**src/rtl/cdls_pkg.sv**
```systemverilog
`timescale 1ns / 1ps
// ----------------------------------------------------------------------------
// cdls_pkg
// Shared types and constants of the charlieplex display list scanner.
// ----------------------------------------------------------------------------
package cdls_pkg;

    // LED number that marks the end of the display list
    localparam logic [7:0] END_MARK = 8'd255;

    // item operation codes
    typedef enum logic {
        OP_TICK  = 1'b0,
        OP_WRITE = 1'b1
    } t_op;

    // pin drive state of the shown slot
    typedef struct packed {
        logic       led_on;
        logic [3:0] set_pin;
        logic [3:0] sink_pin;
        logic [6:0] shown_entry;
    } t_drive;

    // one result word
    typedef struct packed {
        t_drive drive;
        logic   slot_start;
    } t_result;

endpackage

```
**src/rtl/charlieplex_display_list_scanner_core.sv**
```systemverilog
`timescale 1ns / 1ps
// ----------------------------------------------------------------------------
// charlieplex_display_list_scanner_core
// Display list scanner for a charlieplexed LED matrix. The list lives in two
// synchronous memories; the entry at the scan index and the LED number of the
// entry after it are read ahead from the next scan index so that a tick can
// start a slot at once.
// A result word is registered in the output register, or in the skid stage
// while the output stalls. Throughput: one item per cycle while o_stall is
// low; the list read for the next slot is issued in the same cycle that the
// scan index updates; write data is forwarded. Reset clears scan state and
// drive pins; a pass then fills the list with end markers, o_stall held high.
// ----------------------------------------------------------------------------
module charlieplex_display_list_scanner_core #(
    parameter int PIN_COUNT  = 16,
    parameter int LED_COUNT  = 240,
    parameter int LIST_DEPTH = 128
) (
    input  logic        i_clk,
    input  logic        i_rst_n,
    // item channel
    input  logic        i_valid,
    output logic        o_stall,
    input  logic        i_operation,
    input  logic [6:0]  i_entry_index,
    input  logic [7:0]  i_led_number,
    input  logic [23:0] i_dwell_ticks,
    // result channel
    output logic        o_valid,
    input  logic        i_stall,
    output logic        o_led_on,
    output logic [3:0]  o_set_pin,
    output logic [3:0]  o_sink_pin,
    output logic [6:0]  o_shown_entry,
    output logic        o_slot_start
);

    localparam int IW     = $clog2(LIST_DEPTH);
    localparam int PIN_M1 = PIN_COUNT - 1;
    // reciprocal constants, exact for every 8-bit LED number
    localparam int SP_SH  = 8 + $clog2(PIN_COUNT);
    localparam int SP_MUL = ((1 << SP_SH) + PIN_COUNT - 1) / PIN_COUNT;
    localparam int RP_SH  = 8 + $clog2(PIN_M1);
    localparam int RP_MUL = ((1 << RP_SH) + PIN_M1 - 1) / PIN_M1;

    // display list memories
    logic [7:0]  r_led_mem   [LIST_DEPTH];
    logic [23:0] r_dwell_mem [LIST_DEPTH];

    // scan state
    logic [IW-1:0]        r_scan, n_scan;
    logic [23:0]          r_ticks, n_ticks;
    cdls_pkg::t_drive     r_drive, n_drive;

    // clearing pass
    logic                 r_clearing;
    logic [IW-1:0]        r_clr_addr;

    // prefetched list data for r_scan and r_scan + 1
    logic [7:0]           r_qa_led;
    logic [23:0]          r_qa_dwell;
    logic [7:0]           r_qb_led;
    logic                 r_qb_last;
    logic                 qb_end;

    // memory port signals
    logic                 w_en;
    logic [IW-1:0]        w_addr;
    logic [7:0]           w_led;
    logic [23:0]          w_dwell;
    logic [IW-1:0]        addr_a, addr_b;
    logic                 b_last;

    // pin number arithmetic
    logic [31:0]          sp_prod, rp_prod;
    logic [7:0]           sp_quot, rp_quot;

    // item handling
    logic                 acc, is_tick, is_wr, start, led_ok;
    logic [IW+6:0]        idx_ext;
    cdls_pkg::t_result    res;

    // output register and skid stage
    cdls_pkg::t_result    r_out, r_skid;
    logic                 r_out_valid, r_skid_valid;
    logic                 out_take;

    assign acc     = i_valid && !o_stall;
    assign is_tick = acc && (i_operation == cdls_pkg::OP_TICK);
    assign is_wr   = acc && (i_operation == cdls_pkg::OP_WRITE);
    assign start   = is_tick && (r_ticks == 24'd0);
    assign qb_end  = r_qb_last || (r_qb_led == cdls_pkg::END_MARK);
    assign led_ok  = 32'(r_qa_led) < LED_COUNT;
    assign idx_ext = {7'd0, r_scan};

    // divide the LED number by the pin counts with reciprocal multiplies
    assign sp_prod = 32'(r_qa_led) * 32'(SP_MUL);
    assign sp_quot = 8'(sp_prod >> SP_SH);
    assign rp_prod = 32'(r_qa_led) * 32'(RP_MUL);
    assign rp_quot = 8'(rp_prod >> RP_SH);

    // next scan state
    always_comb begin
        n_scan  = r_scan;
        n_ticks = r_ticks;
        n_drive = r_drive;
        if (start) begin
            n_drive.shown_entry = idx_ext[6:0];
            if (led_ok) begin
                n_drive.led_on    = 1'b1;
                n_drive.set_pin   = 4'(32'(r_qa_led) - 32'(sp_quot) * 32'(PIN_COUNT));
                n_drive.sink_pin  = 4'(32'(PIN_M1) - 32'(rp_quot));
            end else begin
                n_drive.led_on    = 1'b0;
                n_drive.set_pin   = 4'd0;
                n_drive.sink_pin  = 4'd0;
            end
            // zero dwell counts as one tick
            n_ticks = (r_qa_dwell == 24'd0) ? 24'd0 : r_qa_dwell - 24'd1;
            n_scan  = qb_end ? '0 : r_scan + 1'b1;
        end else if (is_tick) begin
            n_ticks = r_ticks - 24'd1;
        end
        res.drive      = n_drive;
        res.slot_start = start;
    end

    // write port: clearing pass or list write
    always_comb begin
        if (r_clearing) begin
            w_en    = 1'b1;
            w_addr  = r_clr_addr;
            w_led   = cdls_pkg::END_MARK;
            w_dwell = 24'd0;
        end else begin
            w_en    = is_wr && (32'(i_entry_index) < LIST_DEPTH);
            w_addr  = IW'(i_entry_index);
            w_led   = i_led_number;
            w_dwell = i_dwell_ticks;
        end
    end

    // read addresses follow the scan index of the next cycle
    assign addr_a = n_scan;
    assign b_last = (n_scan == IW'(LIST_DEPTH - 1));
    assign addr_b = n_scan + 1'b1;

    // list memories: write, read with same-cycle write forwarding
    always_ff @(posedge i_clk) begin
        if (w_en) begin
            r_led_mem[w_addr]   <= w_led;
            r_dwell_mem[w_addr] <= w_dwell;
        end
        r_qa_led   <= (w_en && w_addr == addr_a) ? w_led   : r_led_mem[addr_a];
        r_qa_dwell <= (w_en && w_addr == addr_a) ? w_dwell : r_dwell_mem[addr_a];
        r_qb_led   <= (w_en && w_addr == addr_b) ? w_led   : r_led_mem[addr_b];
        r_qb_last  <= b_last;
    end

    // scan state and clearing pass
    always_ff @(posedge i_clk) begin
        if (!i_rst_n) begin
            r_scan     <= '0;
            r_ticks    <= 24'd0;
            r_drive    <= '0;
            r_clearing <= 1'b1;
            r_clr_addr <= '0;
        end else begin
            r_scan  <= n_scan;
            r_ticks <= n_ticks;
            r_drive <= n_drive;
            if (r_clearing) begin
                r_clr_addr <= r_clr_addr + 1'b1;
                if (r_clr_addr == IW'(LIST_DEPTH - 1)) begin
                    r_clearing <= 1'b0;
                end
            end
        end
    end

    // output register with skid stage
    assign out_take = r_out_valid && !i_stall;

    always_ff @(posedge i_clk) begin
        if (!i_rst_n) begin
            r_out_valid  <= 1'b0;
            r_skid_valid <= 1'b0;
        end else if (r_skid_valid) begin
            if (!r_out_valid || out_take) begin
                r_out        <= r_skid;
                r_out_valid  <= 1'b1;
                r_skid_valid <= 1'b0;
            end
        end else if (acc) begin
            if (!r_out_valid || out_take) begin
                r_out       <= res;
                r_out_valid <= 1'b1;
            end else begin
                r_skid       <= res;
                r_skid_valid <= 1'b1;
            end
        end else if (out_take) begin
            r_out_valid <= 1'b0;
        end
    end

    assign o_stall       = r_skid_valid || r_clearing;
    assign o_valid       = r_out_valid;
    assign o_led_on      = r_out.drive.led_on;
    assign o_set_pin     = r_out.drive.set_pin;
    assign o_sink_pin    = r_out.drive.sink_pin;
    assign o_shown_entry = r_out.drive.shown_entry;
    assign o_slot_start  = r_out.slot_start;

endmodule
```
**config.mk**
```make
export PLATFORM = sky130hd
export DESIGN_NAME = charlieplex_display_list_scanner_core
export DESIGN_NICKNAME = d
export VERILOG_FILES = /design/src/rtl/cdls_pkg.sv /design/src/rtl/charlieplex_display_list_scanner_core.sv
export SDC_FILE = /design/constraint.sdc
export NUM_CORES = 2
export LEC_CHECK = 0
export BUFFER_PORTS_ARGS = -buffer_cell sky130_fd_sc_hd__buf_4
export CAP_MARGIN = 10
export CORE_MARGIN = 3
export CORE_UTILIZATION = 50
export DETAILED_ROUTE_END_ITERATION = 8
export PLACE_DENSITY = 0.7
export SLEW_MARGIN = 10
export SYNTH_ARGS = -nofsm -noshare
export SYNTH_HDL_FRONTEND = slang
export SYNTH_SLANG_ARGS = --single-unit
```
**constraint.sdc**
```tcl
create_clock -name i_clk -period 17.84 [get_ports i_clk]
set_input_delay 0.892 -clock i_clk [delete_from_list [all_inputs] [get_ports i_clk]]
set_output_delay 0.892 -clock i_clk [all_outputs]
set_load 0.05 [all_outputs]
```
# Yosys cells after proc, flatten, opt, wreduce, memory -nomap -nowiden
# Memories as Yosys holds them, arrays and structs flattened. A register that Yosys moved wholly into a read port is not among the register bits.
# Index checks and enable logic that the tools add are counted.
word_totals:
  regBits: 92
  ramBits: 4096
  inputBits: 44
  output_inout_bits: 19
  elab_cells: 82
  memories: 2
classes:
  addsub: 7
  multipliers: 1
  magnitude_cmp: 1
  eq_ne: 3
  n_mux: 26
  bitwise_logic: 3
  reduce_logical: 18
memory_table:
  columns: ["name", "words", "word_bits", "rd", "rd_clocked_by_memory_dff", "wr", "line_no", "text"]
  rows:
  - ["r_dwell_mem", 128, 24, 1, 1, 1, "charlieplex_display_list_scanner_core.sv:48", "logic [23:0] r_dwell_mem [LIST_DEPTH];"]
  - ["r_led_mem", 128, 8, 2, 2, 1, "charlieplex_display_list_scanner_core.sv:47", "logic [7:0] r_led_mem [LIST_DEPTH];"]
op_table:
  columns: ["op", "n"]
  rows:
  - ["$mux 24", 4]
  - ["$mux 17", 4]
  - ["$logic_not 24->1", 2]
  - ["$sub 24x1->24 const B", 2]
  - ["$add 7x1->7 const B", 3]
  - ["$mux 7", 3]
  - ["$mux 16", 1]
  - ["$mul 8x8->15 const B", 1]
  - ["$eq 7x7->1 const B", 2]
  - ["$mux 1", 12]
  - ["$mux 9", 1]
  - ["$eq 8x8->1 const B", 1]
  - ["$lt 8x8->1 const B", 1]
  - ["$mux 8", 1]
  - ["$logic_and 1x1->1", 5]
  - ["$reduce_and 4->1", 1]
  - ["$reduce_bool 2->1", 2]
  - ["$sub 4x1->4 const B", 1]
  - ["$sub 4x4->4 const A", 1]
  - ["$logic_not 1->1", 3]
  - ["$logic_or 1x1->1", 3]
  - ["$not 1->1", 3]
  - ["$reduce_and 3->1", 1]
  - ["$reduce_bool 3->1", 1]

# Depth between registers and ports, before layout
depth:
  ltp_word: 9
  depth_mapped: 31
  mapped_depth_nobuf: 21

# Worst setup path after synthesis
# OpenSTA, ideal clock, no wires.
synth_path:
  path_type: "register to register"
  startpoint: "register (tool-made name)"
  endpoint: "register r_out, in the netlist o_sink_pin[2] (data pin)"
  setup_ns: 0.260
  arrival_ns: 6.064
  required_ns: 17.580
  slack_ns: 11.516
  stages_incl_launch_ff: 26
  n_path_buf: 9
  period_less_slack_ns: 6.324
  cell_sequence: "dfxtp_1 > clkbuf_1 > buf_4 > buf_4 > buf_2 > buf_2 > buf_2 > buf_2 > clkbuf_1 > clkbuf_8 > mux4_2 > mux4_1 > mux4_1 > mux2_2 > ha_1 > ha_1 > ha_1 > ha_1 > and4_1 > nand2_1 > a211o_1 > o31ai_1 > nand2_1 > xnor2_1 > o21ai_1 > mux2_2"
synth_lines:
  columns: ["element", "line_no", "text"]
  rows:
  - ["to (signal assigned)", "charlieplex_display_list_scanner_core.sv:190", "r_out <= r_skid;"]
  - ["to (signal assigned)", "charlieplex_display_list_scanner_core.sv:196", "r_out <= res;"]
  - ["to (decl)", "charlieplex_display_list_scanner_core.sv:84", "cdls_pkg::t_result r_out, r_skid;"]

==> reports/metrics.yaml <==
sta:
  finalClockSkew_ps: 51.88
  period_minus_slack_ps: 8684
  tightest_slew_ps: 1352
  setup_viol: 0
  max_slew_margin: 0.09442
  final-hold-violation-count: 0
  fmax_mhz: 115.1
  setup_ws_ps: 9156
  timing.hold.ws_ps: 215.8
  slew_violations: 0
  rsz0062_at_grt: "false"
  fin_tns_setup_ps: 0
  fin_crit_sh: 0.4868
clock_tree:
  post-cts-setup-buffer-count: 0
  cts_tree: "built"
  cts_hold_buf: 0
  clock-sinks: 4202
  insertion_delay_ps: 970
  clk_path_buf_depth: 4
  clock_tree.root_cell: "clkbuf_16"
  numCtsBuffers: 413
  htree_levels: 5
  clk_pin_slew_ps: 60
  cts_resized: 0
detailed_routing:
  drtPass1Iterations: 7
  avgRoutedWirePerCell_microns: 38.35
  drt_iter0_drc: 16509
  vias: 94193
  antenna_left: 0
  remaining_drc_errors: 0
  avgViaCountPerCell: 6.935
  wl_mm: 520.9
pwr:
  finalPower_mw: 19.77
  p_per_area_nw_per_um2: 104.7
  peakVddDrop_uv: 87.77
  p_leak_nw: 57.54
finish:
  most-common-layout-cells: "edfxtp_1 (4130), mux2i_1 (698), mux4_2 (639), clkbuf_16 (419)"
  fillers: 24262
  postLayoutCoreUtil: 0.5649
  area_growth_pct: 12.15
  drive_gt1_frac: 0.2055
  fin_nets: 8901
  final_common_cell: "edfxtp_1"
synth:
  synthSimpleGateAreaFrac: 0.04024
  synthMuxAreaShare: 0.1525
  synth_area_per_cell_sq_um: 19.75
  netlist_area_sq_um: 168400
  ys_types: 102
  ys_ff_latch: 4202
  synth_nets: 8600
  synth_warnings: 0
  synth_top_family_by_area: "multiplexers"
  synth_edf_count: 4130
  synth_compound_area_frac: 0.03859
  async_flop_share: 0
  ys_seq_area_frac: 0.7452
  synth_flop_cell: "edfxtp_1"
  synthAdderAreaFrac: 0.002453
  synth_xor_area_frac: 0.001821
  synth_cells: 8523
global_route:
  grt_usage: 0.3001
  grt_max_degree: 114
  grt_pass1_vias: 90937
  grt_pass1_wl_mm: 720.5
  grt_remaining_overflow: 0
  antenna_found_initial: 43
worst_setup_path:
  path_max_fanout: 102
  worstPathArrival_ps: 9360
  regToRegSetupSlack_ps: 9160
  cp-end-kind: "register"
  path_class: "register to register"
  worstPathRequired_ps: 18520
  start_kind: "register"
run_status:
  status: "finished, final reports clean"
floorplanning:
  initial_core_util: 0.5037
  core_area_sq_um: 334200
  die_w_microns: 586.3
  die-area_sq_um: 343700
  io-pin-count: 63
  rows: 212
  die_h_microns: 586.3
placement:
  place_congestion: 0.9438
  portBuffers: 62
  hpwlAfterDp_mm: 303.9
  place_ws_ps: 9207
hold_path:
  hold_path_class: "primary input to register"
run:
  cap_viol_max_count: 0
## cells by family (layout without fill, tap and decap cells)
family	Yosys count	count (layout)
compound gates	905	905
buf+inv	506	1166
flops	4202	4202
xor+xnor	35	35
fa+ha+maj	33	33
other cells	0	13
mux	1517	1517
simple gates	1325	1325
## cell usage after synthesis (22+ instances only)
cell type	number	share of area
clkbuf_1	135	0.0030
nor2b_1	54	0.0020
buf_4	73	0.0033
nor3_1	37	0.0011
buf_1	41	0.00091
nand3_1	234	0.0070
a31oi_1	30	0.0011
mux4_2	639	0.085
dfxtp_1	72	0.0086
mux2i_1	698	0.042
buf_2	152	0.0045
nand4b_1	32	0.0017
inv_1	22	0.00049
and2_1	31	0.0012
nand4_1	202	0.0075
o211ai_1	27	0.0012
a22oi_1	355	0.016
mux2_2	29	0.0019
a21oi_1	104	0.0031
o22ai_1	95	0.0035
edfxtp_1	4130	0.74
buf_6	32	0.0021
nor2_1	250	0.0056
ha_1	33	0.0025
a22o_1	33	0.0017
and3_1	44	0.0016
nor4_1	29	0.0011
buf_12	27	0.0032
nand2_1	318	0.0071
o21ai_0	75	0.0022
mux4_1	151	0.024
## critical path, stage by stage, from the launching register on
cell and delay, ps:
dfxtp_4 930, buf_12 730, buf_12 500, buf_4 770, mux4_1 630, mux4_2 570, a22oi_1 610, nand3_1 380
ha_1 400, ha_1 300, ha_1 280, ha_1 300, and4_1 180, nand2_1 50, a211o_1 250, o31ai_1 390
a41oi_1 280, a21oi_1 300, o211ai_1 130
## registers in the layout, summed over array words and instances (netlist names), named ones only
signal and flops:
o_led_on 1, o_set_pin 4, o_shown_entry 7, o_sink_pin 4, o_slot_start 1, o_valid 1
r_clearing 1, r_clr_addr 7, r_drive 16, r_dwell_mem 3072, r_led_mem 1024, r_qb_last 1
r_scan 7, r_skid 17, r_skid_valid 1, r_ticks 24
## layer usage
layer  global-route usage  vias to the layer above  wire length [microns]
li1                     -                    36430                      -
met1               0.4155                    48924                 187700
met2               0.4475                     7570                 233000
met3              0.08908                     1237                  74200
met4               0.1253                       32                  25870
met5                    0                        -                    211
## layout make-up
class | count | area [sq um] | area share
Timing Repair Buffer | 364 | 2830 | 0.01499
Tap cell | 4387 | 5489 | 0.02907
Sequential cell | 4202 | 125500 | 0.6646
Clock inverter | 281 | 3092 | 0.01637
Inverter | 28 | 112.6 | 0.0005964
Multi-Input combinational cell | 3815 | 40980 | 0.2171
Antenna cell | 13 | 32.53 | 0.0001723
Clock buffer | 493 | 10780 | 0.05711
## final timing paths
check / endpoint / startpoint / depth (start not counted)
min reg2reg: r_drive[7] / r_drive[7] / 2
min: o_valid / i_stall / 3
max: o_sink_pin[1] / register / 18
max reg2reg: o_sink_pin[1] / register / 18
## power by group
group,switching (mW),internal [mW],total (mW)
combinational,0.110,0.0390,0.149
clock,3.78,5.14,8.92
sequential,0.00574,10.7,10.7
total,3.90,15.9,19.8
## stage by stage
step / instance area, sq um / cells
global placement: 174900 / 12795
CTS: 188800 / 13569
finish: 188800 / 13583
detailed placement: 174900 / 12795
floorplan: 168400 / 8523
global route: 188800 / 13571
Note: power is estimated with default switching activity, not from simulation.
